### src/hdl/fixed_point_line_rasterizer_macros.svh
// Assertion helpers used by the rasterizer RTL.
// Every check is sampled on the rising edge of i_clk and is ignored in reset.
`ifndef FIXED_POINT_LINE_RASTERIZER_MACROS_SVH
`define FIXED_POINT_LINE_RASTERIZER_MACROS_SVH

// Same-cycle implication check.
`define FPLR_ASSERT_IMPL(label, ante, cons, msg) \
    label: assert property (@(posedge i_clk) disable iff (!i_rst_n) (ante) |-> (cons)) \
        else $error(msg);

// Next-cycle implication check.
`define FPLR_ASSERT_NEXT(label, ante, cons, msg) \
    label: assert property (@(posedge i_clk) disable iff (!i_rst_n) (ante) |=> (cons)) \
        else $error(msg);

`endif

### src/hdl/fplr_pkg.sv
`timescale 1ns / 1ps
`default_nettype none
// ----------------------------------------------------------------------------
// fplr_pkg
// Shared types and codes for the fixed-point line rasterizer.
// ----------------------------------------------------------------------------
package fplr_pkg;

    // operation codes on the input channel
    localparam logic OP_START = 1'b0;
    localparam logic OP_STEP  = 1'b1;

    // divider sequencer states, one-hot
    typedef enum logic [1:0] {
        ST_IDLE = 2'b01,
        ST_RUN  = 2'b10
    } t_state;

    // divider status toward the top level
    typedef struct packed {
        logic busy;   // iterations in progress
        logic done;   // final quotient bit this cycle
    } t_div_stat;

endpackage
`default_nettype wire

### src/hdl/fplr_div.sv
`timescale 1ns / 1ps
`default_nettype none
// ----------------------------------------------------------------------------
// fplr_div
// Restoring divider for the minor-axis step: (num << FRAC_BITS) / den,
// one quotient bit per cycle through a single subtract-and-compare unit.
// Requires num <= den, so the quotient fits in FRAC_BITS + 1 bits.
// ----------------------------------------------------------------------------
module fplr_div
    import fplr_pkg::*;
#(
    parameter int COORD_BITS = 10,
    parameter int FRAC_BITS  = 10
) (
    input  wire logic                   i_clk,
    input  wire logic                   i_rst_n,
    input  wire logic                   i_start,
    input  wire logic [COORD_BITS:0]    i_num,
    input  wire logic [COORD_BITS:0]    i_den,
    output t_div_stat                   o_stat,
    output logic      [FRAC_BITS:0]     o_quot
);

    localparam int REM_W = COORD_BITS + 2;
    localparam int CNT_W = $clog2(FRAC_BITS + 1);

    t_state                r_state;
    logic [REM_W-1:0]      r_rem;
    logic [COORD_BITS:0]   r_den;
    logic [FRAC_BITS-1:0]  r_q;
    logic [CNT_W-1:0]      r_cnt;

    logic                  ge;
    logic [REM_W-1:0]      diff;
    logic [REM_W-1:0]      kept;

    // shared compare / subtract unit
    assign diff = r_rem - {1'b0, r_den};
    assign ge   = (r_rem >= {1'b0, r_den});
    assign kept = ge ? diff : r_rem;

    assign o_stat.busy = (r_state == ST_RUN);
    assign o_stat.done = (r_state == ST_RUN) && (r_cnt == '0);
    assign o_quot      = {r_q, ge};

    // sequencer
    always_ff @(posedge i_clk) begin
        if (!i_rst_n) begin
            r_state <= ST_IDLE;
            r_cnt   <= '0;
        end else begin
            case (r_state)
                ST_IDLE: begin
                    if (i_start) begin
                        r_state <= ST_RUN;
                        r_cnt   <= CNT_W'(FRAC_BITS);
                    end
                end
                ST_RUN: begin
                    if (r_cnt == '0) begin
                        r_state <= ST_IDLE;
                    end else begin
                        r_cnt <= r_cnt - 1'b1;
                    end
                end
                default: begin
                    r_state <= ST_IDLE;
                end
            endcase
        end
    end

    // datapath: first bit compares num itself, later bits the doubled remainder
    always_ff @(posedge i_clk) begin
        if (i_start && (r_state == ST_IDLE)) begin
            r_rem <= {1'b0, i_num};
            r_den <= i_den;
        end else if (r_state == ST_RUN) begin
            r_rem <= {kept[REM_W-2:0], 1'b0};
            r_q   <= {r_q[FRAC_BITS-2:0], ge};
        end
    end

endmodule
`default_nettype wire

### src/hdl/fixed_point_line_rasterizer.sv
`timescale 1ns / 1ps
`default_nettype none
// Start: once accepted, the minor step is computed in the serial divider
//   (one quotient bit per cycle); ready stays low while the divider is busy.
// Step: one per cycle while ready is high, the pixel in the output register
//   next cycle; a new item is taken while a pixel waits if the sink is ready.
// Reset (synchronous, active low): no line in progress, output empty,
//   row_pitch back to 640.
// ----------------------------------------------------------------------------
// fixed_point_line_rasterizer
// DDA line rasterizer with fixed-point accumulators. A start loads the
// endpoints and computes the minor step; each step within a line emits one pixel address.
// ----------------------------------------------------------------------------
module fixed_point_line_rasterizer
    import fplr_pkg::*;
#(
    parameter int COORD_BITS = 10,
    parameter int FRAC_BITS  = 10
) (
    input  wire logic                      i_clk,
    input  wire logic                      i_rst_n,
    // configuration
    input  wire logic                      i_wr_en,
    input  wire logic [COORD_BITS:0]       i_wr_data,
    // input channel
    input  wire logic                      i_valid,
    output logic                           o_ready,
    input  wire logic                      i_operation,
    input  wire logic [COORD_BITS-1:0]     i_x_start,
    input  wire logic [COORD_BITS-1:0]     i_y_start,
    input  wire logic [COORD_BITS-1:0]     i_x_end,
    input  wire logic [COORD_BITS-1:0]     i_y_end,
    input  wire logic [7:0]                i_color,
    // output channel
    output logic                           o_valid,
    input  wire logic                      i_ready,
    output logic [2*COORD_BITS-1:0]        o_pixel_address,
    output logic [7:0]                     o_pixel_color,
    output logic                           o_last_pixel,
    output logic                           o_off_screen
);

`include "fixed_point_line_rasterizer_macros.svh"

    localparam int ACC_W  = COORD_BITS + FRAC_BITS + 2;
    localparam int INC_W  = FRAC_BITS + 2;
    localparam int LEFT_W = COORD_BITS + 1;
    localparam int ADDR_W = 2 * COORD_BITS;
    localparam int PROD_W = 2 * COORD_BITS + 1;
    localparam int PIX_W  = COORD_BITS + 2;
    localparam logic [INC_W-1:0] ONE_STEP = INC_W'(1) << FRAC_BITS;
    localparam logic [COORD_BITS:0] PITCH_RESET = LEFT_W'(640);

    // state
    logic [COORD_BITS:0]   r_pitch;
    logic [ACC_W-1:0]      r_xacc;
    logic [ACC_W-1:0]      r_yacc;
    logic [INC_W-1:0]      r_xinc;
    logic [INC_W-1:0]      r_yinc;
    logic [LEFT_W-1:0]     r_left;
    logic [7:0]            r_color;
    logic                  r_minor_x;
    logic                  r_neg;
    logic                  r_valid;
    logic [ADDR_W-1:0]     r_addr;
    logic [7:0]            r_out_color;
    logic                  r_last;
    logic                  r_off;

    t_div_stat             div_stat;
    logic [FRAC_BITS:0]    div_quot;

    logic                  in_fire;
    logic                  start_fire;
    logic                  step_fire;

    // start decode
    logic [COORD_BITS-1:0] adx;
    logic [COORD_BITS-1:0] ady;
    logic                  major_x;
    logic [LEFT_W-1:0]     len;
    logic [COORD_BITS-1:0] mfrom;
    logic [COORD_BITS-1:0] mto;
    logic [LEFT_W-1:0]     mdelta;
    logic [INC_W-1:0]      quot_ext;
    logic [INC_W-1:0]      minor_inc;

    // step datapath
    logic [PIX_W-1:0]      px_full;
    logic [PIX_W-1:0]      py_full;
    logic                  off;
    logic [PROD_W-1:0]     prod;
    logic [PROD_W-1:0]     addr_sum;

    // handshake
    assign o_ready    = !div_stat.busy && (!r_valid || i_ready);
    assign in_fire    = i_valid && o_ready;
    assign start_fire = in_fire && (i_operation == OP_START);
    assign step_fire  = in_fire && (i_operation == OP_STEP) && (r_left != '0);

    // spans, major axis and minor delta magnitude
    assign adx     = (i_x_end >= i_x_start) ? i_x_end - i_x_start : i_x_start - i_x_end;
    assign ady     = (i_y_end >= i_y_start) ? i_y_end - i_y_start : i_y_start - i_y_end;
    assign major_x = (adx >= ady);
    assign len     = {1'b0, (major_x ? adx : ady)} + 1'b1;
    assign mfrom   = major_x ? i_y_start : i_x_start;
    assign mto     = major_x ? i_y_end : i_x_end;
    assign mdelta  = {1'b0, (major_x ? ady : adx)} + 1'b1;

    // quotient back to a signed step, truncated toward zero
    assign quot_ext  = {1'b0, div_quot};
    assign minor_inc = r_neg ? -quot_ext : quot_ext;

    fplr_div #(
        .COORD_BITS (COORD_BITS),
        .FRAC_BITS  (FRAC_BITS)
    ) u_div (
        .i_clk   (i_clk),
        .i_rst_n (i_rst_n),
        .i_start (start_fire),
        .i_num   (mdelta),
        .i_den   (len),
        .o_stat  (div_stat),
        .o_quot  (div_quot)
    );

    // floor of the accumulators and screen test
    assign px_full  = r_xacc[ACC_W-1:FRAC_BITS];
    assign py_full  = r_yacc[ACC_W-1:FRAC_BITS];
    assign off      = px_full[PIX_W-1] || px_full[COORD_BITS] ||
                      py_full[PIX_W-1] || py_full[COORD_BITS];
    assign prod     = PROD_W'(py_full[COORD_BITS-1:0]) * PROD_W'(r_pitch);
    assign addr_sum = prod + {{(PROD_W-COORD_BITS){1'b0}}, px_full[COORD_BITS-1:0]};

    // configuration and control state
    always_ff @(posedge i_clk) begin
        if (!i_rst_n) begin
            r_pitch <= PITCH_RESET;
            r_left  <= '0;
            r_valid <= 1'b0;
        end else begin
            if (i_wr_en) begin
                r_pitch <= i_wr_data;
            end
            if (start_fire) begin
                r_left <= len;
            end else if (step_fire) begin
                r_left <= r_left - 1'b1;
            end
            if (step_fire) begin
                r_valid <= 1'b1;
            end else if (i_ready) begin
                r_valid <= 1'b0;
            end
        end
    end

    // line setup and accumulator stepping
    always_ff @(posedge i_clk) begin
        if (start_fire) begin
            r_xacc    <= {2'b00, i_x_start, {FRAC_BITS{1'b0}}};
            r_yacc    <= {2'b00, i_y_start, {FRAC_BITS{1'b0}}};
            r_color   <= i_color;
            r_minor_x <= !major_x;
            r_neg     <= (mfrom > mto);
            if (major_x) begin
                r_xinc <= (i_x_start > i_x_end) ? -ONE_STEP : ONE_STEP;
            end else begin
                r_yinc <= (i_y_start > i_y_end) ? -ONE_STEP : ONE_STEP;
            end
        end else if (div_stat.done) begin
            if (r_minor_x) begin
                r_xinc <= minor_inc;
            end else begin
                r_yinc <= minor_inc;
            end
        end else if (step_fire) begin
            r_xacc <= r_xacc + {{(ACC_W-INC_W){r_xinc[INC_W-1]}}, r_xinc};
            r_yacc <= r_yacc + {{(ACC_W-INC_W){r_yinc[INC_W-1]}}, r_yinc};
        end
    end

    // output register
    always_ff @(posedge i_clk) begin
        if (step_fire) begin
            r_addr      <= off ? '0 : addr_sum[ADDR_W-1:0];
            r_out_color <= r_color;
            r_last      <= (r_left == LEFT_W'(1));
            r_off       <= off;
        end
    end

    assign o_valid         = r_valid;
    assign o_pixel_address = r_addr;
    assign o_pixel_color   = r_out_color;
    assign o_last_pixel    = r_last;
    assign o_off_screen    = r_off;

    // checks
    `FPLR_ASSERT_IMPL(a_no_accept_busy, div_stat.busy, !o_ready, "item taken during division")
    `FPLR_ASSERT_NEXT(a_last_flag, step_fire && (r_left == LEFT_W'(1)),
        o_valid && o_last_pixel && (r_left == '0), "last pixel not flagged")
    `FPLR_ASSERT_IMPL(a_off_addr, o_valid && o_off_screen, o_pixel_address == '0,
        "off-screen pixel with nonzero address")
    `FPLR_ASSERT_NEXT(a_start_busy, start_fire, div_stat.busy, "divider not started")

endmodule
`default_nettype wire

### config.mk
export PLATFORM = sky130hd
export DESIGN_NAME = fixed_point_line_rasterizer
export DESIGN_NICKNAME = d
export VERILOG_FILES = /design/src/hdl/fplr_pkg.sv /design/src/hdl/fplr_div.sv /design/src/hdl/fixed_point_line_rasterizer.sv
export VERILOG_INCLUDE_DIRS = /design/src /design/src/hdl
export SDC_FILE = /design/constraint.sdc
export NUM_CORES = 1
export LEC_CHECK = 0
export BUFFER_PORTS_ARGS = -buffer_cell sky130_fd_sc_hd__buf_2
export CAP_MARGIN = 20
export CORE_UTILIZATION = 40
export CTS_BUF_LIST = sky130_fd_sc_hd__clkbuf_4
export DETAILED_ROUTE_END_ITERATION = 8
export SKIP_CTS_REPAIR_TIMING = 1
export SLEW_MARGIN = 20
export SYNTH_ARGS = -nofsm -noshare
export SYNTH_HDL_FRONTEND = slang
export SYNTH_SLANG_ARGS = --single-unit
export TNS_END_PERCENT = 5
### constraint.sdc
create_clock -name i_clk -period 9.5 [get_ports i_clk]
set_input_delay 1.9 -clock i_clk [delete_from_list [all_inputs] [get_ports i_clk]]
set_output_delay 1.9 -clock i_clk [all_outputs]
set_load 0.005 [all_outputs]
==> results of run 1 <==
-- cell type report --
cell class | count | area share, %
clock inverters | 14 | 0.920
diodes | 2 | 0.0290
well taps | 525 | 3.80
inverters | 194 | 4.22
flip-flops and latches | 170 | 26.4
multi-input cells | 1345 | 60.6
repair buffers | 106 | 3.22
clock buffers | 18 | 0.782
-- metal layers --
metal,up-vias,share of wire (%)
li1,6312,-
met1,6163,46
met2,324,47
met3,46,5.4
met4,0,2.0
met5,-,0
-- kinds of logic (layout without fill, tap and decap cells) --
kind of cell / after synthesis / count (layout) / synth area share (%)
xor+xnor: 90 / 90 / 5.00
compound gates: 398 / 398 / 16.3
simple gates: 561 / 561 / 17.2
fa+ha+maj: 264 / 264 / 24.6
other cells: 0 / 2 / 0
buf+inv: 264 / 332 / 6.45
mux: 32 / 32 / 2.05
flops: 170 / 170 / 28.4
-- per-stage QoR --
step / total power (W) / instance area [um^2] / worst slack (ns)
6_report: 0.00450 / 17300 / 2.48
5_1_grt: 0.00495 / 17300 / 1.95
4_1_cts: 0.00453 / 17300 / 2.58
3_5_place_dp: 0.00404 / 17000 / 1.87
3_3_place_gp: 0.00400 / 17000 / 1.96
2_1_floorplan: 0.00336 / 16100 / 2.07
-- registers in the layout (all words and copies together) (netlist names) --
name and cells:
u_div.r_state 2, u_div.r_cnt 4, o_pixel_address 20, o_last_pixel 1, r_xinc 12, r_color 8
r_yacc 22, r_neg 1, o_pixel_color 8, r_yinc 12, o_off_screen 1, o_valid 1
u_div.r_den 11, r_xacc 22, u_div.r_q 10, u_div.r_rem 12, r_minor_x 1, r_left 11
r_pitch 11
-- power groups by stage --
| stage | sequential, W | clock (W) | combinational (W) |
|---|---|---|---|
| 2_1_floorplan | 0.00112 | 0 | 0.00224 |
| 3_3_place_gp | 0.00120 | 0 | 0.00280 |
| 3_5_place_dp | 0.00120 | 0 | 0.00284 |
| 4_1_cts | 0.00119 | 0.000475 | 0.00287 |
| 5_1_grt | 0.00121 | 0.000500 | 0.00325 |
| 6_report | 0.00119 | 0.000454 | 0.00286 |
-- worst max-delay path, cell delays in order --
cell	delay [ns]
buf_2	0.12
inv_1	0.05
ha_1	0.14
inv_1	0.05
fa_1	0.41
a21o_1	0.21
a221oi_1	0.47
a21oi_1	0.25
o31a_1	0.34
a2bb2oi_1	0.14
xnor2_1	0.35
ha_1	0.32
a2111o_1	0.39
nor2_1	0.09
o211ai_1	0.08
and2_1	0.17
clkinv_1	0.32
buf_4	0.35
nor2_1	0.08
a21oi_1	0.13
ha_1	0.19
and3_1	0.15
a31o_2	0.14
o211ai_1	0.13
nor2_1	0.23
xor2_1	0.12
a31o_1	0.22
-- final timing paths --
| kind | from | to | slack [ns] | depth (start not counted) |
|---|---|---|---|---|
| worst max-delay path | i_y_end[0] | r_left[8] | 2.48 | 27 |
| worst max register to register | r_pitch[5] | o_pixel_address[19] | 3.57 | 17 |
| worst min-delay path | r_color[5] | o_pixel_color[5] | 0.44 | 0 |
| worst min register to register | r_color[5] | o_pixel_color[5] | 0.44 | 0 |
-- placed cells by master (no fill, tap or decap), types with 30 or more instances in the layout --
master / synthesis / routed
fa_1: 86 / 86
nand3_1: 39 / 39
a21oi_1: 116 / 116
ha_1: 178 / 178
buf_2: 6 / 96
a21o_1: 31 / 31
o21ai_0: 72 / 71
nand2_1: 188 / 188
nor3_1: 30 / 30
xor2_1: 41 / 41
edfxtp_1: 116 / 116
nor2_1: 112 / 112
dfxtp_1: 54 / 54
inv_1: 190 / 189
and2_1: 62 / 63
xnor2_1: 47 / 47
==> key figures, run 1 <==
Outcome
  • Status: finished clean

Floorplan
  • Row Count: 73
  • I/O pins: 97
  • Initial Util: 40.5%
  • Chip height: 202 um
  • Die W: 202 um
  • Die area: 41,000 um^2
  • Core area: 39,600 um^2

Power and ir drop
  • Psw: 0.00210 W
  • Peak supply drop: 0.123 mV
  • Sw Share: 46.7%
  • Comb power frac: 63.6%
  • Pwr per Cell Area: 260 nW/um^2
  • Int Pwr: 0.00240 W
  • Clock share of power: 10.1%
  • Sequential power share: 26.3%
  • P_leak: 7.68 nW

STA
  • RSZ-0062 raised after global routing: false
  • Final setup vio count: 0
  • Final period util: 73.8%
  • Minimum clock period: 7.02 ns
  • F_max: 0.143 GHz
  • Final hold slack: 0.440 ns
  • Final-report hold violation count: 0
  • Setup TNS: 0 ns
  • Worst slew margin: 32.5%
  • Slew Limit Fails: 0
  • Slew @ Worst Pin: 1.01 ns
  • Clk_skew: 0.0342 ns

CTS
  • Clk pin slew, worst setup/hold paths: 0.17 ns
  • CTS tree: built
  • Clk_lat worst skew: 0.62 ns
  • CTS buffer count: 17
  • Clock Sinks: 170
  • H-tree depth: 4
  • CTS Buffer Depth: 2
  • CTS Root Cell: clkbuf_4

Setup path
  • Crit end category: register
  • Critical path class: in -> reg
  • Critical Path Fanout Max: 24
  • CP required: 10.04 ns
  • Crit path DAT: 7.55 ns
  • Crit path launch type: input port

Placed design
  • Placed cells: 2,340
  • # port buffers: 96
  • Dpl hpwl: 31,500 um
  • Gpl congestion: 0.876

Routing
  • Routed wire length: 40,400 um
  • Initial drt markers: 766
  • Drt pass-1 iters: 5
  • Drt via density: 5.41
  • Final ANT Viol Nets: 0
  • Vias: 12,845
  • Post-route DRC: 0
  • Routed len/inst: 17.0 um

Hold path
  • Hold crit path type: reg -> reg

Global routing
  • Met2 GRT Util: 33.3%
  • GRT Total Usage: 20.2%
  • Grt ovf: 0
  • Initial antenna violation count: 2
  • Met1 Use GR: 26.9%
  • Global-route wire length before repair: 65,600 um
  • Routing usage on met3: 3.74%
  • Pin count of the biggest net entering global routing: 58
  • Busiest layer in global routing: met2
  • Vias in the first global route: 12,732

Job
  • Max Cap Violations: 0

Logic synthesis
  • Seq/Total Area, Yosys: 28.4%
  • Synth cell count leaders: inv_1 (190), nand2_1 (188), ha_1 (178)
  • Yosys cell types: 92
  • Yosys reg bits: 170
  • Synth area leader: edfxtp_1
  • Ys Warns: 0
  • Post-synthesis area per instance: 9.03 um^2
  • Post-synth EDFFs: 116
  • Most common cell in the netlist: inv_1
  • Top post-synthesis cells by area: edfxtp_1 (22%), ha_1 (14%), fa_1 (11%)
  • Gate Count Post-Synth: 1,779
  • Syn_nets: 2,108
  • Mapped Area: 16,100 um^2
  • Async set-reset flop share out of synthesis: 0%
  • Area share of the largest cell type after synthesis: 21.7%
  • Top_reg_cell synth: edfxtp_1

Final layout
  • Share of cells above drive strength 1: 9.47%
  • Final std cells w/o fill: 2,374
  • Synthesis-to-layout area growth: 7.49%
  • Post-layout net count: 2,163
  • Final Util: 43.6%
  • Fill count: 3,957
  • Register area: 4560 um^2
  • Multi-input logic area: 10,500 um^2
(Power assumes the default switching activity.)
==> run 2, diff against run 1 <==
==> constraint.sdc (replaced) <==
create_clock -name i_clk -period 5.7 [get_ports i_clk]
set_input_delay 1.14 -clock i_clk [delete_from_list [all_inputs] [get_ports i_clk]]
set_output_delay 1.14 -clock i_clk [all_outputs]
set_load 0.005 [all_outputs]
==> key figures, run 2 (synthesis results as in run 1) <==
CTS
  • Clk pin slew, worst setup/hold paths: 0.16 ns
  • H-tree depth: 4
  • Clock Sinks: 170
  • Clk_lat worst skew: 0.63 ns
  • CTS Root Cell: clkbuf_4
  • CTS buffer count: 17
  • CTS tree: built
  • CTS Buffer Depth: 2

Final layout
  • Final Util: 48.0%
  • Fin area: 19,000 um^2
  • Post-layout net count: 2,373
  • Fill count: 3,772
  • Final std cells w/o fill: 2,583
  • Share of cells above drive strength 1: 19.9%
  • Synthesis-to-layout area growth: 18.5%
  • Most common cell after layout, fill and taps aside: buf_4
  • Most frequent cells in the layout: buf_4 (217), nand2_1 (188), inv_1 (185)
  • Multi-input logic area: 10,600 um^2
  • Register area: 4570 um^2

Setup path
  • Crit end category: register
  • Reg2Reg Setup Slack: 0.29 ns
  • FF-to-FF path depth: 19
  • Crit path DAT: 5.96 ns
  • Critical path class: in -> reg
  • Crit-path most repeated cell: buf_4
  • CP max stage cell: a221o_1
  • CP required: 6.22 ns
  • CP peak stage delay: 0.37 ns
  • Critical Path Fanout Max: 10
  • Reg2reg start: r_yacc[12]
  • FF-to-FF End: o_pixel_address[18]
  • Crit path launch type: input port

Global routing
  • Vias in the first global route: 13,506
  • Pin count of the biggest net entering global routing: 58
  • Global-route wire length before repair: 67,300 um
  • Grt ovf: 0
  • Initial antenna violation count: 1
  • GRT Total Usage: 20.6%

STA
  • Worst slew margin: 34.3%
  • Slew @ Worst Pin: 0.983 ns
  • Final period util: 95.5%
  • Slew Limit Fails: 0
  • Final setup vio count: 0
  • Minimum clock period: 5.44 ns
  • Clk_skew: 0.0318 ns
  • Setup slack after layout: 0.257 ns
  • Final-report hold violation count: 0
  • F_max: 0.184 GHz

Routing
  • Routed len/inst: 16.2 um
  • Initial drt markers: 896
  • Drt via density: 5.26
  • Drt pass-1 iters: 5
  • Final ANT Viol Nets: 0
  • Routed wire length: 41,900 um
  • Vias: 13,576
  • Post-route DRC: 0

Hold path
  • Hold EP: o_pixel_color[4]
  • Hold crit path type: reg -> reg
  • Hold path depth: 0
  • HP Start: r_color[4]

Outcome
  • Status: finished clean

Floorplan
  • Row Count: 73
  • Initial Util: 40.5%
  • Die W: 202 um
  • Core area: 39,600 um^2
  • Die area: 41,000 um^2
  • Chip height: 202 um
  • I/O pins: 97

Placed design
  • Post-DP Area: 18,600 um^2
  • Dpl hpwl: 33,700 um
  • Pre-CTS WS: -0.444 ns
  • # port buffers: 96
  • Placed cells: 2,543
  • Gpl congestion: 0.872

Power and ir drop
  • Peak supply drop: 0.194 mV
  • Pwr per Cell Area: 426 nW/um^2
  • P_leak: 8.75 nW
  • Pwr Total: 0.00810 W

Job
  • Max Cap Violations: 0
-- run 2: cell count changes in the layout (fill, tap and decap cells not counted), sizes merged --
cell      before  now
buf          106  316
clkinv         3    6
clkinvlp       5    3
bufinv         2    3
clkbuf        18   17
diode          2    1
inv          198  197
-- run 2: how the worst max path moves through the flow --
| stage | startpoint | end | slack (ns) | depth (start not counted) |
|---|---|---|---|---|
| 2_1_floorplan | i_x_end[0] | r_neg | -0.27 | 31 |
| 3_3_place_gp | i_y_end[0] | r_left[8] | -0.31 | 28 |
| 3_5_place_dp | i_y_end[0] | r_left[8] | -0.44 | 28 |
| 4_1_cts | r_yacc[12] | o_pixel_address[19] | 0.09 | 17 |
| 5_1_grt | i_y_end[0] | r_left[8] | -0.002 | 30 |
| 6_report | i_y_end[0] | r_left[8] | 0.26 | 29 |
-- run 2: metrics by stage --
stage	hold slack (ns)	TNS (ns)
after floorplan	0.400	-1.36
after global placement	0.402	-4.37
after detailed placement	0.408	-7.08
after CTS	0.444	0
after global routing	0.443	-0.00185
final	0.433	0
-- run 2: where the power goes --
group	internal (W)	switching [W]	total [W]
combinational	0.00245	0.00293	0.00538
clock	0.000313	0.000487	0.000800
sequential	0.00172	0.000194	0.00192
total	0.00449	0.00361	0.00810
-- run 2: final cells by class --
cell class	instances	share of cell area, %
Multi-Input combinational cell	1345	55.5
Sequential cell	170	24.0
Clock inverter	15	0.992
Antenna cell	1	0.0131
Inverter	194	3.96
Timing Repair Buffer	316	11.4
Tap cell	525	3.45
Clock buffer	17	0.670
-- run 2: worst max-delay path, delay by kind of cell --
family / cells / cell delay (ns)
AO/OA/AOI/OAI: 9 / 1.70
AND/OR/NAND/NOR: 7 / 1.12
XOR/XNOR: 1 / 0.16
buffers and inverters: 8 / 0.84
adder cells (fa/ha/maj): 4 / 0.99
-- run 2: metal layers --
layer / track usage [%] / part of all wire [%] / vias up / wire (um)
met1: 27.3 / 47 / 6478 / 19600
met4: 6.28 / 2.2 / 0 / 910
met3: 3.18 / 4.4 / 56 / 1850
met5: 0 / 0 / - / 0
met2: 34.5 / 47 / 299 / 19500
li1: - / - / 6743 / -
